==> src/assert_macros.svh <==
// assertion helper macros for the rtl files, used by load_classification_table
// expects clk and rst_n to be visible where a macro is used
`ifndef ASSERT_MACROS_SVH
`define ASSERT_MACROS_SVH

// same-cycle implication, checked out of reset
`define LCT_ASSERT_SAME(label, ante, cons, msg) \
    label: assert property (@(posedge clk) disable iff (!rst_n) (ante) |-> (cons)) \
        else $error(msg);

// next-cycle implication, checked out of reset
`define LCT_ASSERT_NEXT(label, ante, cons, msg) \
    label: assert property (@(posedge clk) disable iff (!rst_n) (ante) |=> (cons)) \
        else $error(msg);

`endif

==> src/lct_pkg.sv <==
// shared types and constants for the load classification table
// no dependencies
package lct_pkg;

    // default sizing
    localparam int MAX_ENTRIES_DEF   = 2048;
    localparam int COUNTER_WIDTH_DEF = 4;

    // configuration register widths
    localparam int CFG_DATA_W  = 5;
    localparam int CFG_INDEX_W = 2;

    // configuration register indexes
    typedef enum logic [CFG_INDEX_W-1:0] {
        REG_COUNTER_BITS  = 2'd0,
        REG_PRED_THRESH   = 2'd1,
        REG_CONST_THRESH  = 2'd2,
        REG_INDEX_BITS    = 2'd3
    } cfg_reg_t;

    // request codes
    typedef enum logic {
        REQ_CLASSIFY = 1'b0,
        REQ_UPDATE   = 1'b1
    } req_t;

    // class codes
    typedef enum logic [1:0] {
        CLASS_UNPREDICTABLE = 2'd0,
        CLASS_PREDICTABLE   = 2'd1,
        CLASS_CONSTANT      = 2'd2
    } load_class_t;

    // threshold value that turns a class off
    localparam logic signed [4:0] THRESH_DISABLE = -5'sd1;

    // register reset values
    localparam logic [2:0]        COUNTER_BITS_RST = 3'd2;
    localparam logic signed [4:0] PRED_THRESH_RST  = 5'sd2;
    localparam logic signed [4:0] CONST_THRESH_RST = 5'sd3;
    localparam logic [3:0]        INDEX_BITS_RST   = 4'd8;

    // configuration seen by the datapath
    typedef struct packed {
        logic [2:0]        counter_bits;
        logic signed [4:0] predictable_threshold;
        logic signed [4:0] constant_threshold;
        logic [3:0]        index_bits;
    } cfg_t;

endpackage

==> src/lct_eval.sv <==
// classification and saturating update of one confidence counter
// depends on lct_pkg
module lct_eval
    import lct_pkg::*;
#(
    parameter int COUNTER_WIDTH = COUNTER_WIDTH_DEF
)
(
    input  cfg_t                     cfg,
    input  logic [COUNTER_WIDTH-1:0] cur_val,
    input  logic                     pred_correct,
    output logic [1:0]               load_class,
    output logic [COUNTER_WIDTH-1:0] new_val
);

    logic [3:0]               width_eff;
    logic [COUNTER_WIDTH-1:0] max_val;
    logic [COUNTER_WIDTH-1:0] masked;
    logic                     meets_const;
    logic                     meets_pred;

    // effective counter width, clamped to 1..COUNTER_WIDTH
    always_comb
    begin
        width_eff = {1'b0, cfg.counter_bits};
        if (width_eff == 4'd0)
        begin
            width_eff = 4'd1;
        end
        if (width_eff > 4'(COUNTER_WIDTH))
        begin
            width_eff = 4'(COUNTER_WIDTH);
        end
    end

    // saturation value as a low-bit mask
    always_comb
    begin
        for (int j = 0; j < COUNTER_WIDTH; j++)
        begin
            max_val[j] = (int'(width_eff) > j);
        end
    end

    // threshold compares, constant wins over predictable
    assign masked      = cur_val & max_val;
    assign meets_const = (cfg.constant_threshold != THRESH_DISABLE)
                         && (int'(masked) >= int'(cfg.constant_threshold));
    assign meets_pred  = (cfg.predictable_threshold != THRESH_DISABLE)
                         && (int'(masked) >= int'(cfg.predictable_threshold));

    always_comb
    begin
        if (meets_const)
        begin
            load_class = CLASS_CONSTANT;
        end
        else if (meets_pred)
        begin
            load_class = CLASS_PREDICTABLE;
        end
        else
        begin
            load_class = CLASS_UNPREDICTABLE;
        end
    end

    // saturating step; a stored value above max holds on a correct outcome
    always_comb
    begin
        new_val = cur_val;
        if (pred_correct)
        begin
            if (cur_val < max_val)
            begin
                new_val = cur_val + COUNTER_WIDTH'(1);
            end
        end
        else if (cur_val != '0)
        begin
            new_val = cur_val - COUNTER_WIDTH'(1);
        end
    end

endmodule

==> config.mk <==
export PLATFORM = sky130hd
export DESIGN_NAME = lct_eval
export DESIGN_NICKNAME = d
export VERILOG_FILES = /design/src/assert_macros.svh /design/src/lct_pkg.sv /design/src/lct_eval.sv
export SDC_FILE = /design/constraint.sdc
export NUM_CORES = 1
export LEC_CHECK = 0
export BUFFER_PORTS_ARGS = -buffer_cell sky130_fd_sc_hd__buf_2
export CORE_AREA = 3 3 40 42
export DETAILED_ROUTE_END_ITERATION = 8
export DIE_AREA = 0 0 43 45
export PLACE_DENSITY = 0.67
export SYNTH_ARGS = -nofsm -noshare
export SYNTH_HDL_FRONTEND = slang
export SYNTH_SLANG_ARGS = --single-unit
==> constraint.sdc <==
create_clock -name vclk -period 2.3
set_clock_uncertainty 0.2 [all_clocks]
set_input_delay 0.115 -clock vclk [all_inputs]
set_output_delay 0.115 -clock vclk [all_outputs]
set_load 0.1 [all_outputs]
**Word-level counts from Yosys, hierarchy flattened**

Index checks and enable logic that the tools add are counted.
W data, S select, Z words.

- $add $sub $neg: 2
- $lt $le $gt $ge: 8
- Equal/unequal tests: 2
- Mux-type cells: 7
- Bitwise gates (word level): 1
- Reductions and logical operators: 4

Operators by type and width:

| operator | count |
|---|---|
| $mux W4 | 4 |
| $ge A5 B5 Y1 | 2 |
| $ne A5 B1 Y1 const B | 2 |
| $gt A4 B1 Y1 const B | 2 |
| $gt A4 B2 Y1 const B | 2 |
| $add A4 B1 Y4 const B | 1 |
| $and A4 B4 Y4 | 1 |
| $gt A4 B3 Y1 const B | 1 |
| $lt A4 B4 Y1 | 1 |
| $reduce_bool A4 Y1 | 1 |
| $sub A4 B1 Y4 const B | 1 |
| $logic_not A3 Y1 | 1 |
| $mux W3 | 1 |
| $logic_and A1 B1 Y1 | 2 |
| $mux W2 | 1 |
| $mux W1 | 1 |

- Bits in registers: 0
- Bits of input ports: 22
- Output and inout bits: 6

**Longest topological paths before layout**

- Depth in word-level cells: 10
- Gate-level depth with buffers: 8
- Mapped depth without buffers: 8

**Least setup slack after synthesis**

OpenSTA, ideal clock, no wires.

- Path kind: input to output
- Start point: input cfg[16] in the netlist's numbering
- End point: output load_class[0]
- Data arrival time: 3.375 ns
- Setup slack: -1.390 ns
- Stages: 8
- Cell sequence: inv_1 -> nand2_1 -> ha_1 -> ha_1 -> a21o_1 -> a31oi_1 -> o21ai_0 -> a211oi_1

RTL lines:

| element | line | text |
|---|---|---|
| start, declared | lct_eval.sv:9 | `input cfg_t cfg,` |
| $logic_not A3 Y1 | lct_eval.sv:26 | `if (width_eff == 4'd0)` |
| $mux W3 (*) | lct_eval.sv:26 |  |
| $gt A4 B3 Y1 | lct_eval.sv:30 | `if (width_eff > 4'(COUNTER_WIDTH))` |
| $mux W4 (*) | lct_eval.sv:30 |  |
| $gt A4 B1 Y1 / $gt A4 B2 Y1 (equally long branches) | lct_eval.sv:41 | `max_val[j] = (int'(width_eff) > j);` |
| $and A4 B4 Y4 (*) | lct_eval.sv:46 | `assign masked = cur_val & max_val;` |
| $ge A5 B5 Y1 (*) | lct_eval.sv:48 | `&& (int'(masked) >= int'(cfg.constant_threshold));` |
| $logic_and A1 B1 Y1 (*) | lct_eval.sv:48 |  |
| named net meets_const | lct_eval.sv:19 | `logic meets_const;` |
| $mux W2 (*) | lct_eval.sv:54 | `if (meets_const)` |
| end, declared | lct_eval.sv:12 | `output logic [1:0] load_class,` |

Mark *: on every way through the listed nets, which the timed path passes. The rest lies on a longest branch.

**Final worst setup path**

- Start point: input cfg[15] in the netlist's numbering
- End point: output new_val[1]

- Cells in the longest elaborated chain, start to end: 8

Ends and longest elaborated chain:

| element | line | text |
|---|---|---|
| $logic_not A3 Y1 | lct_eval.sv:26 |  |
| $mux W3 (*) | lct_eval.sv:26 |  |
| $gt A4 B3 Y1 | lct_eval.sv:30 |  |
| $mux W4 (*) | lct_eval.sv:30 |  |
| $gt A4 B1 Y1 / $gt A4 B2 Y1 (equally long branches) | lct_eval.sv:41 |  |
| $lt A4 B4 Y1 (*) | lct_eval.sv:74 | `if (cur_val < max_val)` |
| $mux W4 (*) | lct_eval.sv:74 |  |
| $mux W4 (*) | lct_eval.sv:72 | `if (pred_correct)` |
| end, declared | lct_eval.sv:13 | `output logic [COUNTER_WIDTH-1:0] new_val` |

Mark *: on every way between the ends. The rest lies on a longest branch, timed or not.

==> results.md <==
* Status: completed
* Layout area overhead at 55.29%
* # diodes at 0
* XOR/XNOR share of the synthesized area at under 10%
* Placement Setup Slack at -23.29 ps
* Seq/Total Area, Yosys at 0%
* Synth Area in Adders at 38.46%
* Post-DP HPWL at 1.161 mm
* Total wire length at between 1 and 1.5 mm
* Final Slew Violations at 0
* Rows at 13
* WL/cell at about 11 um
* RSZ-0062 raised after global routing: no
* Multi-input logic area at approximately 500 um^2
* Hold Crit Start: pred_correct
* Max cap viols at 0
* Cell Count, Final, Fillers Out at around 110
* Cells after DPL at roughly 110
* Relative slew margins at ~74%
* WP data required at around 2000 ps
* Initial antenna violation count at 0
* Tightest Hold Check Type: input port to output port
* Grt total ovfl at 0
* Period utilization at a little over nine tenths
* Number of global-route vias before repair at 575
* Post-Syn Nets at between 100 and 150
* Lkg Pwr at between 0.0004 and 0.0005 uW
* Setup CP Type: input port to output port
* Port bufs at 24
* Yosys warns at 0
* Clock buffer count at 0
* First-pass GRT wire length at between 2 and 2.5 mm
* Largest net degree at the start of global routing at 9
* IO Pins at 28
* Final sequential cell count at 0
* Synth unique cells at 26
* Die area at approximately 1900 um^2
* Detail Route Antenna Nets at 0
* Die Y at ~45 um
* Endpoints failing setup at 0
* Initial DRC Count at 7
* CP Launch Type: input port
* Number of buffers added to fix hold violations after cts at 0
* Worst Path Max Fanout at 4
* Area leader, netlist: ha_1
* Via total after detailed routing at 592
* Starting Density at 40.51%
* Post-route DRC at 0
* Mapped Area at roughly 520 um^2
* Fillers at ~110
* Power Density at roughly 320 nW/um^2
* Largest family of logic cells by synthesized area: adder cells
* PnR worst setup slack at just under 100 ps
* Fmax at approximately 450 MHz
* Combinational Power Share at 100.0%
* Setup crit end kind: output port
* Die X-Extent at around 43 um
* Util after Layout at 62.90%
* Sw Pwr at around 160 uW
* Actual slew at the worst max-slew pin at just under 400 ps
* Core ar. at 1285 um^2
* Final #Nets at ~140
* Post-synthesis compound-gate area fraction at about 26%
* Switch share at between 60 and 70%
* Post-CTS setup repair buffer count at 0
* Initial DRT Pass Iterations at 4
* Placer Congestion at slightly above 0.8
* Post-synth top area share at 38.46%
* Vias per inst at between 5 and 6
* Avg Cell Area, Syn at ~7.3 um^2
* Gate Count Post-Synth at 71
* P_int at between 100 and 150 uW
* Final min period at ~2200 ps
* Simple-gate share of the synthesized area at between 20% and 30%
* Share of cells above drive strength 1 at a little over 40%
* Peak VDD IR at around 0.21 mV
* Area taken by flip-flops and latches at 0 um^2
* Ranking of synthesized cells by area: ha_1 38%, inv_1 10%, nor2_1 4.3%
* Critical Path Start: cfg[15]
* Clock Power Share at 0%
* Critical path arrival at roughly 1900 ps
* Global Route Usage Sum at 14.01%
* Final Hold Vio Count at 0
* Post-synthesis mux area share at under 10%
* Seq pwr share at 0%
synth_stat cells:
master	n
a211o_1	2
a211oi_1	2
a21o_1	2
a21oi_1	1
a221oi_1	1
a31oi_1	3
a32oi_1	1
and3_4	1
buf_4	1
ha_1	16
inv_1	14
mux2i_1	1
nand2_1	2
nand2b_1	3
nand3_1	1
nand4_1	2
nor2_1	6
nor3_1	1
o21ai_0	4
o21bai_1	1
o311a_2	1
o31ai_1	1
or2b_2	1
or3_2	1
or4_1	1
xnor2_1	1
worst paths after layout:
kind,to,slack (ps),cells past startpoint
setup / recovery,new_val[1],100,9
hold / removal,new_val[3],460,3
logic make-up (layout without fill, tap and decap cells):
logic type / after synthesis / count (layout)
AO/OA/AOI/OAI: 19 / 19
XOR/XNOR: 1 / 1
adder cells (fa/ha/maj): 16 / 16
buffers and inverters: 15 / 43
multiplexers: 1 / 1
AND/OR/NAND/NOR: 19 / 19
routing by layer:
metal / track usage [%] / wire, um / vias to the layer above / part of all wire [%]
met1: 18.57 / 585 / 266 / 47
met3: 0.7968 / 49 / 0 / 3.9
met2: 26.05 / 608 / 12 / 49
met5: 0 / 0 / - / 0
met4: 1.205 / 0 / 0 / 0
li1: - / - / 314 / -
power by group through the flow:
| stage | Clock, uW | Combinational (uW) | Sequential, uW |
|---|---|---|---|
| after detailed placement | 0 | 257 | 0 |
| final | 0 | 260 | 0 |
| after CTS | 0 | 258 | 0 |
| after global routing | 0 | 278 | 0 |
| after floorplan | 0 | 166 | 0 |
| after global placement | 0 | 250 | 0 |
through the flow:
stage          cell area (um^2)  setup TNS (ps)  power, uW  hold slack, ps
2_1_floorplan             558.0          -521.1      166.0           317.1
3_3_place_gp              802.0               0      250.2           458.7
3_5_place_dp              802.0          -38.45      257.5           457.6
4_1_cts                   802.0               0      258.0           455.2
5_1_grt                   808.3               0      278.3           482.3
6_report                  808.3               0      259.7           455.0
cell usage in the layout (no fill, tap or decap), drive strengths merged:
| cell type | instances |
|---|---|
| buf | 29 |
| ha | 16 |
| o31ai | 1 |
| o311a | 1 |
| or3 | 1 |
| a21oi | 1 |
| a21o | 2 |
| a211oi | 2 |
| nand4 | 2 |
| or4 | 1 |
| nor3 | 1 |
| a31oi | 3 |
| mux2i | 1 |
| o21bai | 1 |
| nand2b | 3 |
| a221oi | 1 |
| o21ai | 4 |
| and3 | 1 |
| nand2 | 2 |
| or2b | 1 |
| a211o | 2 |
| a32oi | 1 |
| nor2 | 6 |
| xnor2 | 1 |
| nand3 | 1 |
| inv | 14 |
worst max-delay path: stages:
cell,delay [ps]
buf_2,110
nand2_1,60
nand2_1,70
ha_1,270
or2b_2,300
and3_4,160
o311a_2,370
a211o_1,250
buf_6,190
area by class of cell:
class / count / share of cell area (%)
Inverter: 14 / 6.502
Tap cell: 15 / 2.322
Multi-Input combinational cell: 56 / 61.61
Timing Repair Buffer: 29 / 29.57
what timing repair did:
| action | 4_1_cts | 5_1_grt |
|---|---|---|
| resized for setup | 1 | 3 |
| pin swaps | 3 | 1 |
| endpoints found under the setup margin | 2 | 2 |
Note: power is estimated with default switching activity, not from simulation.
