File: src/assert_macros.svh
// assertion helper macros for the rtl files, used by load_classification_table
// expects clk and rst_n to be visible where a macro is used
`ifndef ASSERT_MACROS_SVH
`define ASSERT_MACROS_SVH

// same-cycle implication, checked out of reset
`define LCT_ASSERT_SAME(label, ante, cons, msg) \
    label: assert property (@(posedge clk) disable iff (!rst_n) (ante) |-> (cons)) \
        else $error(msg);

// next-cycle implication, checked out of reset
`define LCT_ASSERT_NEXT(label, ante, cons, msg) \
    label: assert property (@(posedge clk) disable iff (!rst_n) (ante) |=> (cons)) \
        else $error(msg);

`endif

File: src/lct_pkg.sv
// shared types and constants for the load classification table
// no dependencies
package lct_pkg;

    // default sizing
    localparam int MAX_ENTRIES_DEF   = 2048;
    localparam int COUNTER_WIDTH_DEF = 4;

    // configuration register widths
    localparam int CFG_DATA_W  = 5;
    localparam int CFG_INDEX_W = 2;

    // configuration register indexes
    typedef enum logic [CFG_INDEX_W-1:0] {
        REG_COUNTER_BITS  = 2'd0,
        REG_PRED_THRESH   = 2'd1,
        REG_CONST_THRESH  = 2'd2,
        REG_INDEX_BITS    = 2'd3
    } cfg_reg_t;

    // request codes
    typedef enum logic {
        REQ_CLASSIFY = 1'b0,
        REQ_UPDATE   = 1'b1
    } req_t;

    // class codes
    typedef enum logic [1:0] {
        CLASS_UNPREDICTABLE = 2'd0,
        CLASS_PREDICTABLE   = 2'd1,
        CLASS_CONSTANT      = 2'd2
    } load_class_t;

    // threshold value that turns a class off
    localparam logic signed [4:0] THRESH_DISABLE = -5'sd1;

    // register reset values
    localparam logic [2:0]        COUNTER_BITS_RST = 3'd2;
    localparam logic signed [4:0] PRED_THRESH_RST  = 5'sd2;
    localparam logic signed [4:0] CONST_THRESH_RST = 5'sd3;
    localparam logic [3:0]        INDEX_BITS_RST   = 4'd8;

    // configuration seen by the datapath
    typedef struct packed {
        logic [2:0]        counter_bits;
        logic signed [4:0] predictable_threshold;
        logic signed [4:0] constant_threshold;
        logic [3:0]        index_bits;
    } cfg_t;

endpackage

File: src/lct_cfg.sv
// configuration register file for the load classification table
// depends on lct_pkg
module lct_cfg
    import lct_pkg::*;
(
    input  logic                   clk,
    input  logic                   rst_n,
    input  logic                   cfg_we,
    input  logic [CFG_INDEX_W-1:0] cfg_index,
    input  logic [CFG_DATA_W-1:0]  cfg_data,
    output cfg_t                   cfg
);

    cfg_t cfg_reg;

    // register writes
    always_ff @(posedge clk or negedge rst_n)
    begin
        if (!rst_n)
        begin
            cfg_reg.counter_bits          <= COUNTER_BITS_RST;
            cfg_reg.predictable_threshold <= PRED_THRESH_RST;
            cfg_reg.constant_threshold    <= CONST_THRESH_RST;
            cfg_reg.index_bits            <= INDEX_BITS_RST;
        end
        else if (cfg_we)
        begin
            case (cfg_index)
                REG_COUNTER_BITS: cfg_reg.counter_bits          <= cfg_data[2:0];
                REG_PRED_THRESH:  cfg_reg.predictable_threshold <= $signed(cfg_data);
                REG_CONST_THRESH: cfg_reg.constant_threshold    <= $signed(cfg_data);
                REG_INDEX_BITS:   cfg_reg.index_bits            <= cfg_data[3:0];
                default:          cfg_reg <= cfg_reg;
            endcase
        end
    end

    assign cfg = cfg_reg;

endmodule

File: config.mk
export PLATFORM = sky130hd
export DESIGN_NAME = lct_cfg
export DESIGN_NICKNAME = d
export VERILOG_FILES = /design/src/assert_macros.svh /design/src/lct_pkg.sv /design/src/lct_cfg.sv
export SDC_FILE = /design/constraint.sdc
export NUM_CORES = 1
export LEC_CHECK = 0
export BUFFER_PORTS_ARGS = -buffer_cell sky130_fd_sc_hd__buf_2
export CAP_MARGIN = 10
export CORE_MARGIN = 2
export CORE_UTILIZATION = 44
export CTS_BUF_LIST = sky130_fd_sc_hd__clkbuf_4 sky130_fd_sc_hd__clkbuf_8 sky130_fd_sc_hd__clkbuf_16
export DETAILED_ROUTE_END_ITERATION = 10
export PLACE_DENSITY = 0.74
export REMOVE_ABC_BUFFERS = 1
export SETUP_SLACK_MARGIN = 0.05
export SLEW_MARGIN = 10
export SYNTH_ARGS = -nofsm -noshare
export SYNTH_HDL_FRONTEND = slang
export SYNTH_SLANG_ARGS = --single-unit
File: constraint.sdc
create_clock -name clk -period 0.9 [get_ports clk]
set_input_delay 0.045 -clock clk [delete_from_list [all_inputs] [get_ports clk]]
set_output_delay 0.045 -clock clk [all_outputs]
set_load 0.005 [all_outputs]
# Word level (Yosys, flattened, before mapping)
# Index checks and enable logic that the tools add are counted.
# word_totals
in_bits	10
reg_bits	17
# classes
n_reduce_logical	5
eq_ne	3
# op_table
operator	n
$reduce_and A2 Y1	4
$eq A2 B2 Y1 const B	2
$eq A2 B1 Y1 const B	1
$logic_not A2 Y1	1

# Depth between registers and ports, before layout
# Gate-level depths: netlist (run 1).
# depth
word_depth	2
mapped_depth	2
ltp_nobuf	2

# Worst setup path after synthesis (run 1)
# Ideal clock, no wire load.
# synth_timing
kind	input port to flip-flop
from	input port cfg_index[1]
to	register cfg_reg (netlist bit cfg[14])
arrival_ns	0.627
setup_time_ns	0.125
slack_ns	0.148
cell_stages	2
cell_sequence	nor3b_2 mux2_2
# synth_via
elab_chain_cells	2
# synth_rtl
item	line_no	rtl
start: declaration	lct_cfg.sv:9	input logic [CFG_INDEX_W-1:0] cfg_index,
$logic_not A2 Y1	lct_cfg.sv:28	case (cfg_index)
$reduce_and A2 Y1 (no source line)	n/a	
end signal: assignment	lct_cfg.sv:33	default: cfg_reg <= cfg_reg;
end: declaration	lct_cfg.sv:14	cfg_t cfg_reg;
# Every way passes these cells.
# A chain may end at the register's enable or synchronous reset.

# Worst setup path in the final report (run 1)
# layout_timing
from	register cfg_reg (netlist bit cfg[3])
to	output port cfg[3] (netlist name)
# layout_rtl
item	line_no	rtl
end: declaration	lct_cfg.sv:11	output cfg_t cfg
# No word-level cell between the ends.

==> impl_metrics.yaml, run 1 <==
status:
  status: "finished, violations left"
  violations: "setup timing"
timing:
  clock.fmax_mhz: 1020
  setup_ws_ns: -0.0842
  grt_setup_unrepaired: "true"
  drv_slew: 0
  final-hold-violation-count: 0
  worst_pin_slew_ns: 0.366
  fin_crit_sh_pct: 109
  relSlewSlack_pct: 75.6
  finalSetupViolations: 5
  skew_ns: 0
  period_minus_slack_ns: 0.984
cells_and_area:
  instances_no_fill: 85
  antenna_cells: 0
  syn2layout_area_growth_pct: 32.3
  seqCellArea_um2: 432
  largest_reg_flops: 17
  design_area_um2: 867
  multiInputGateArea_um2: 224
  layout-drive-gt1-share_pct: 75.7
  layout.nets: 81
  fill_cells: 115
clocking:
  cts_tree: "built"
  numCtsBuffers: 3
  cts-root-buf: "clkbuf_4"
  cts.sinks: 17
  clock_latency_ns: 0.28
  clockBufferDepth: 2
  cts.reportedPaths.clkPinSlew_ns: 0.09
  h-tree-depth: 1
synthesis:
  yosys_warnings: 0
  seq_area_frac_synth_pct: 65.8
  postSynthCellCount: 38
  yosysUniqueCellTypes: 6
  synth.ff_latch_count: 17
  netlist_area_um2: 656
  avgSynthCellArea_um2: 17.3
power_and_ir_drop:
  power.density_nw_per_um2: 2110
  p_leak_uw: 0.000408
  irDropWorstVdd_mv: 1.03
min_path:
  hold_path_class: "input pin to flop"
grt:
  grt_usage_pct: 15.6
  antenna_found_initial: 0
  grt_max_degree: 18
  grt_pass1_vias: 423
  grt_pass1_wl_um: 2010
  overflow: 0
floorplan:
  io_pins: 27
  die_h_um: 42.6
  die_area_um2: 1810
  rows: 13
  initial_core_util_pct: 48.6
  core-area_um2: 1350
  die_x_um: 42.6
setup_path:
  cp_data_required_time_ns: 0.85
  crit_chain: "buf_2"
  start_kind: "flop"
  critPathKind: "flop to output pin"
  cp_top_family: "flip-flops"
  cp_max_fo: 2
  critPathCaptureType: "output pin"
  cp.arrival_ns: 0.94
  cp_slowest_cell: "dfstp_2"
  critical_path.max_stage_delay_ns: 0.55
  worst-path-buf-inv: 1
placed_design:
  place_congestion: 0.695
  placed_cell_area_um2: 805
  place_inst: 79
  dp_hpwl_um: 930
  port_buffers: 26
drt:
  postRouteAntennaNets: 0
  routed_via_density: 5.13
  wl_um: 1190
  drc: 0
  num_vias: 436
  firstDrtPassIters: 3
  wl_per_cell_um: 14.0
  first_iter_violations: 5
run:
  cap_viol_max_count: 0
## cells in the final DEF, fill, tap and decap left out
cell type	count
buf_2	24
mux2_2	17
dfrtp_1	12
dfstp_2	5
clkbuf_4	4
nand3b_1	2
dlygate4sd3_1	2
buf_6	2
nand3_1	1
nor3b_2	1
## area by class of cell
type / count / share of cell area, %
sequential: 17 / 49.8
multi-input combinational: 21 / 25.8
timing repair buffer: 28 / 18.8
clock buffer: 4 / 3.46
tap: 15 / 2.16
## cell families (layout without fill, tap and decap cells)
logic type / after synthesis / after routing / share of synthesized area (%)
buf+inv: 0 / 32 / 0
flops: 17 / 17 / 65.8
mux: 17 / 17 / 29.2
simple gates: 4 / 4 / 4.96
## synthesized netlist by cell type (all sizes together)
master	n	share of area [%]
nand3b	2	2.3
dfstp	5	20
dfrtp	12	46
nor3b	1	1.9
nand3	1	0.76
mux2	17	29
## routing by layer
metal / track usage (%) / vias to the layer above / wire length, um
met1: 21.5 / 208 / 537
met5: 0 / - / 0
li1: - / 202 / -
met2: 22.2 / 24 / 530
met4: 7.50 / 0 / 14
met3: 4.74 / 2 / 104
## power breakdown
part           switching [uW]  internal [uW]  total, uW
sequential               67.7            939       1010
combinational             147            249        395
clock                     223            202        425
## final timing paths
path	startpoint	depth (start not counted)	endpoint	slack, ns
hold reg to reg	cfg[13]	1	cfg[13]	0.51
setup / recovery	cfg[3]	1	cfg[3]	-0.08
max in group asynchronous	rst_n	2	cfg[5]	0.39
hold / removal	cfg_data[3]	2	cfg[12]	0.02
min in group asynchronous	rst_n	2	cfg[9]	0.20
setup reg to reg	cfg[9]	1	cfg[9]	0.13
## per-stage QoR
stage | power [uW] | TNS (ns) | setup slack, ns | util (%) | hold slack, ns
after floorplan | 1180 | 0 | 0.148 | - | -0.251
after global placement | 1380 | -0.450 | -0.111 | 59.6 | -0.0212
after detailed placement | 1400 | -0.658 | -0.133 | 59.6 | -0.0143
after CTS | 1840 | -0.409 | -0.0946 | 63.0 | 0.00546
after global routing | 1940 | -0.539 | -0.122 | 64.2 | 0.0120
final | 1830 | -0.346 | -0.0842 | 64.2 | 0.0168
## timing repair
| item | CTS | global route |
|---|---|---|
| resized for setup | 1 | 1 |
| endpoints found under the hold margin | 17 | 1 |
| hold buffers | 1 | 1 |
| setup endpoints to repair | 8 | 17 |
| setup buffers | 0 | 0 |
Note: power is estimated with default switching activity, not from simulation.
==> run 2, diff against run 1 <==
--- a/config.mk
+++ b/config.mk
@@ -7,11 +7,13 @@
 export LEC_CHECK = 0
 export BUFFER_PORTS_ARGS = -buffer_cell sky130_fd_sc_hd__buf_2
 export CAP_MARGIN = 10
+export CELL_PAD_IN_SITES_DETAIL_PLACEMENT = 2
+export CELL_PAD_IN_SITES_GLOBAL_PLACEMENT = 2
 export CORE_MARGIN = 2
-export CORE_UTILIZATION = 44
+export CORE_UTILIZATION = 29
 export CTS_BUF_LIST = sky130_fd_sc_hd__clkbuf_4 sky130_fd_sc_hd__clkbuf_8 sky130_fd_sc_hd__clkbuf_16
 export DETAILED_ROUTE_END_ITERATION = 10
-export PLACE_DENSITY = 0.74
+export PLACE_DENSITY_LB_ADDON = 0.1
 export REMOVE_ABC_BUFFERS = 1
 export SETUP_SLACK_MARGIN = 0.05
 export SLEW_MARGIN = 10
==> run 2 against run 1 <==
Compared with the run above:
- the flow still finishes with violations (setup timing)
- die area up 46%
- worst hold slack lost 0.011 ns
- worst setup slack improved by 0.011 ns
- maximum frequency grew 1.1%
- non-clock buffer count rose by 2
- flip-flop and latch count did not move
- largest power group unchanged
- first-iteration DRC count down 100%
- clock skew unchanged
- final area is 3.3% higher
- register-to-register slack worse by 0.06 ns
- clock power hardly changed
- sequential power about the same
==> impl_metrics.yaml, run 2 (synthesis gave the netlist of run 1 again) <==
status:
  status: "finished, violations left"
  violations: "setup timing"
power_and_ir_drop:
  seqPwrFrac_pct: 54.7
  p_int_uw: 1400
  p_sw_share_pct: 24.1
  p_sw_uw: 445
  irDropWorstVdd_mv: 0.871
  clkPwrFrac_pct: 23.1
  p_leak_uw: 0.000417
  power.density_nw_per_um2: 2060
  power_uw: 1850
  p_comb_share_pct: 22.2
cells_and_area:
  seqCellArea_um2: 432
  instances_no_fill: 100
  final_util_pct: 41.3
  fill_cells: 253
  final_common_cell: "buf_2"
  mostFrequentLayoutCells: "buf_2, mux2_2, dfrtp_1"
  syn2layout_area_growth_pct: 36.6
  layout-drive-gt1-share_pct: 77.8
  multiInputGateArea_um2: 224
  antenna_cells: 0
  largest_reg_flops: 17
  layout.nets: 83
grt:
  grt_max_degree: 18
  grt_pass1_vias: 475
  overflow: 0
  grt_usage_pct: 12.6
  antenna_found_initial: 0
  grt_pass1_wl_um: 2390
clocking:
  cts.reportedPaths.clkPinSlew_ns: 0.10
  cts-root-buf: "clkbuf_4"
  clock_latency_ns: 0.27
  h-tree-depth: 1
  numCtsBuffers: 3
  cts.sinks: 17
  clockBufferDepth: 2
  cts_tree: "built"
drt:
  firstDrtPassIters: 1
  routed_via_density: 4.46
  wl_um: 1380
  wl_per_cell_um: 13.8
  drc: 0
  num_vias: 446
  postRouteAntennaNets: 0
  first_iter_violations: 0
setup_path:
  critPathCaptureType: "output pin"
  startpoint: "cfg[3]"
  r2r_start: "cfg[5]"
  critical_path.max_stage_delay_ns: 0.54
  crit_chain: "buf_2"
  cp.arrival_ns: 0.93
  cp_max_fo: 2
  critPathKind: "flop to output pin"
  cp_slowest_cell: "dfstp_2"
  worst-path-buf-inv: 1
  cp_data_required_time_ns: 0.85
  start_kind: "flop"
  cp_top_family: "flip-flops"
timing:
  setup_tns_ns: -0.323
  grt_setup_unrepaired: "true"
  drv_slew: 0
  relSlewSlack_pct: 74.2
  finalSetupViolations: 5
  worst_pin_slew_ns: 0.388
  period_minus_slack_ns: 0.974
  skew_ns: 0
  final-hold-violation-count: 0
  clock.fmax_mhz: 1030
  setup_ws_ns: -0.0735
  fin_crit_sh_pct: 108
floorplan:
  rows: 17
  die_h_um: 51.5
  initial_core_util_pct: 30.2
  core-area_um2: 2170
  die_x_um: 51.5
  io_pins: 27
  die_area_um2: 2660
placed_design:
  place_congestion: 0.696
  place_inst: 94
  port_buffers: 26
  place_ws_ns: -0.0482
min_path:
  hold_path_class: "input pin to flop"
  min_from: "cfg_data[4]"
run:
  cap_viol_max_count: 0
==> run 2: cell count changes in the layout (fill, tap and decap cells not counted), sizes merged <==
cell	delta
buf	+3
dlygate4sd3	-1
==> run 2: metrics by stage <==
stage | hold slack, ns | instance area, um^2
floorplan | -0.251 | 656
global placement | -0.0124 | 836
detailed placement | -0.00914 | 836
CTS | 0.00211 | 890
global route | 0.0105 | 896
finish | 0.00574 | 896
==> run 2: what timing repair did <==
item                                    CTS  global route
hold endpoints to repair                 17             0
hold buffers                              1             0
resized for setup                         1             1
setup buffers                             1             0
endpoints found under the setup margin   10            17
==> run 2: area by class of cell <==
type	count	area share, %
Clock buffer	4	3.35
Multi-Input combinational cell	21	25.0
Tap cell	28	3.91
Sequential cell	17	48.2
Timing Repair Buffer	30	19.6
==> run 2: final timing paths <==
check	end	slack, ns	cells after the start
max in group asynchronous	cfg[4]	0.36	2
max reg2reg	cfg[5]	0.07	2
min in group asynchronous	cfg[12]	0.21	2
min	cfg[8]	0.006	2
min reg2reg	cfg[6]	0.51	1
max	cfg[3]	-0.07	1
==> run 2: layer usage <==
| layer | up-vias | part of all wire, % | track usage, % |
|---|---|---|---|
| li1 | 205 | - | - |
| met1 | 228 | 45 | 17.5 |
| met2 | 13 | 49 | 18.8 |
| met3 | 0 | 5.8 | 3.74 |
| met4 | 0 | 0 | 3.95 |
| met5 | - | 0 | 0 |
==> run 2: power groups by stage <==
stage	Clock [uW]	Combinational, uW	Sequential (uW)
after floorplan	0	148	1030
after global placement	0	377	1020
after detailed placement	0	382	1030
after CTS	449	409	1010
after global routing	496	457	1040
final	427	410	1010
==> run 3, diff against run 2 <==
==> constraint.sdc (replaced) <==
create_clock -name clk -period 1 [get_ports clk]
set_input_delay 0.05 -clock clk [delete_from_list [all_inputs] [get_ports clk]]
set_output_delay 0.05 -clock clk [all_outputs]
set_load 0.005 [all_outputs]
==> run 3 against run 2 <==
Compared with the run above:
- the flow now finishes without violations
- sequential share of layout area decreased by 0.92 points
- clock skew unchanged
- non-clock buffer count unchanged
- via count decreased by 0.90%
- critical path depth unchanged
- combinational power decreased by 7.3%
- final cell count unchanged
- highest routed layer is now met4
==> impl_metrics.yaml, run 3 (synthesis gave the netlist of run 1 again) <==
timing:
  relSlewSlack_pct: 73.5
  drv_slew: 0
  fin_crit_sh_pct: 99.6
  holdWs_ns: 0.0298
  period_minus_slack_ns: 0.996
  skew_ns: 0
  finalSetupViolations: 0
  setup_ws_ns: 0.00401
  clock.fmax_mhz: 1000
  grt_setup_unrepaired: "true"
  worst_pin_slew_ns: 0.397
  setup_tns_ns: 0
  final-hold-violation-count: 0
setup_path:
  cp_data_required_time_ns: 0.95
  crit_chain: "buf_6"
  cp.arrival_ns: 0.95
  start_kind: "flop"
  cp_slowest_cell: "dfstp_2"
  cp_max_fo: 2
  worst-path-buf-inv: 1
  cp_top_family: "flip-flops"
  r2r_start: "cfg[14]"
  critPathKind: "flop to output pin"
  critical_path.max_stage_delay_ns: 0.56
  critPathCaptureType: "output pin"
  startpoint: "cfg[10]"
cells_and_area:
  largest_reg_flops: 17
  layout-drive-gt1-share_pct: 75.0
  mostFrequentLayoutCells: "buf_2, mux2_2, dfrtp_1"
  layout.nets: 83
  fill_cells: 229
  syn2layout_area_growth_pct: 39.3
  antenna_cells: 0
  final_common_cell: "buf_2"
grt:
  overflow: 0
  grt_pass1_wl_um: 2320
  grt_max_degree: 18
  grt_pass1_vias: 442
  grt_usage_pct: 13.0
  antenna_found_initial: 0
drt:
  routed_via_density: 4.42
  firstDrtPassIters: 1
  num_vias: 442
  postRouteAntennaNets: 0
  wl_um: 1450
  wl_per_cell_um: 14.5
  drc: 0
  first_iter_violations: 0
power_and_ir_drop:
  irDropWorstVdd_mv: 0.800
  power.density_nw_per_um2: 1860
  p_leak_uw: 0.000421
floorplan:
  die_h_um: 51.5
  io_pins: 27
  die_x_um: 51.5
  core-area_um2: 2170
  die_area_um2: 2660
  rows: 17
  initial_core_util_pct: 30.2
placed_design:
  place_congestion: 0.657
  place_ws_ns: -0.0280
  port_buffers: 26
clocking:
  cts.reportedPaths.clkPinSlew_ns: 0.10
  cts.sinks: 17
  cts-root-buf: "clkbuf_4"
  cts_tree: "built"
  h-tree-depth: 1
  clock_latency_ns: 0.30
  clockBufferDepth: 2
  numCtsBuffers: 3
run:
  cap_viol_max_count: 0
min_path:
  hold_path_class: "input pin to flop"
  min_from: "cfg_data[2]"
status:
  status: "finished, final reports clean"
-- run 3: cell types whose count changed in the layout (fill, tap and decap cells not counted), sizes merged --
cell and delta:
buf -2, dlygate4sd3 +2
-- run 3: path summary, 6_finish.rpt --
kind | end | slack (ns) | cells after the start
max in group asynchronous | cfg[10] | 0.48 | 2
worst max register to register | cfg[14] | 0.23 | 1
worst max-delay path | cfg[10] | 0.004 | 1
worst min-delay path | cfg[6] | 0.03 | 2
min in group asynchronous | cfg[8] | 0.20 | 2
worst min register to register | cfg[0] | 0.51 | 1
-- run 3: cell type report --
class / count / area [um^2] / share of cell area, %
repair buffers: 30 / 193 / 21.1
well taps: 28 / 35.0 / 3.84
multi-input cells: 21 / 224 / 24.5
clock buffers: 4 / 30.0 / 3.29
flip-flops and latches: 17 / 432 / 47.3
-- run 3: timing repair --
item	in CTS	in global routing
hold buffers	2	1
hold endpoints to repair	19	1
resized for setup	0	4
setup buffers	0	0
endpoints found under the setup margin	5	5
-- run 3: metal layers --
metal / routed length (um) / track usage [%] / vias to the layer above
met3: 78 / 4.60 / 3
met1: 646 / 17.4 / 218
met4: 30 / 7.89 / 0
met5: 0 / 0 / -
li1: - / - / 205
met2: 698 / 17.9 / 16
-- run 3: stage by stage --
stage                     area (um^2)  std cells  util, %  power, uW
after floorplan                   656         38        -       1060
after global placement            828         93     38.2       1260
after detailed placement          828         93     38.2       1270
after CTS                         878         99     40.5       1690
after global routing              913        100     42.1       1820
final                             913        100     42.1       1700
-- run 3: power by group --
part	internal, uW	switching (uW)	leakage (uW)	total, uW
logic	245	135	0.000208	380
registers	845	69.7	0.000195	915
clock network	183	218	0.0000184	401
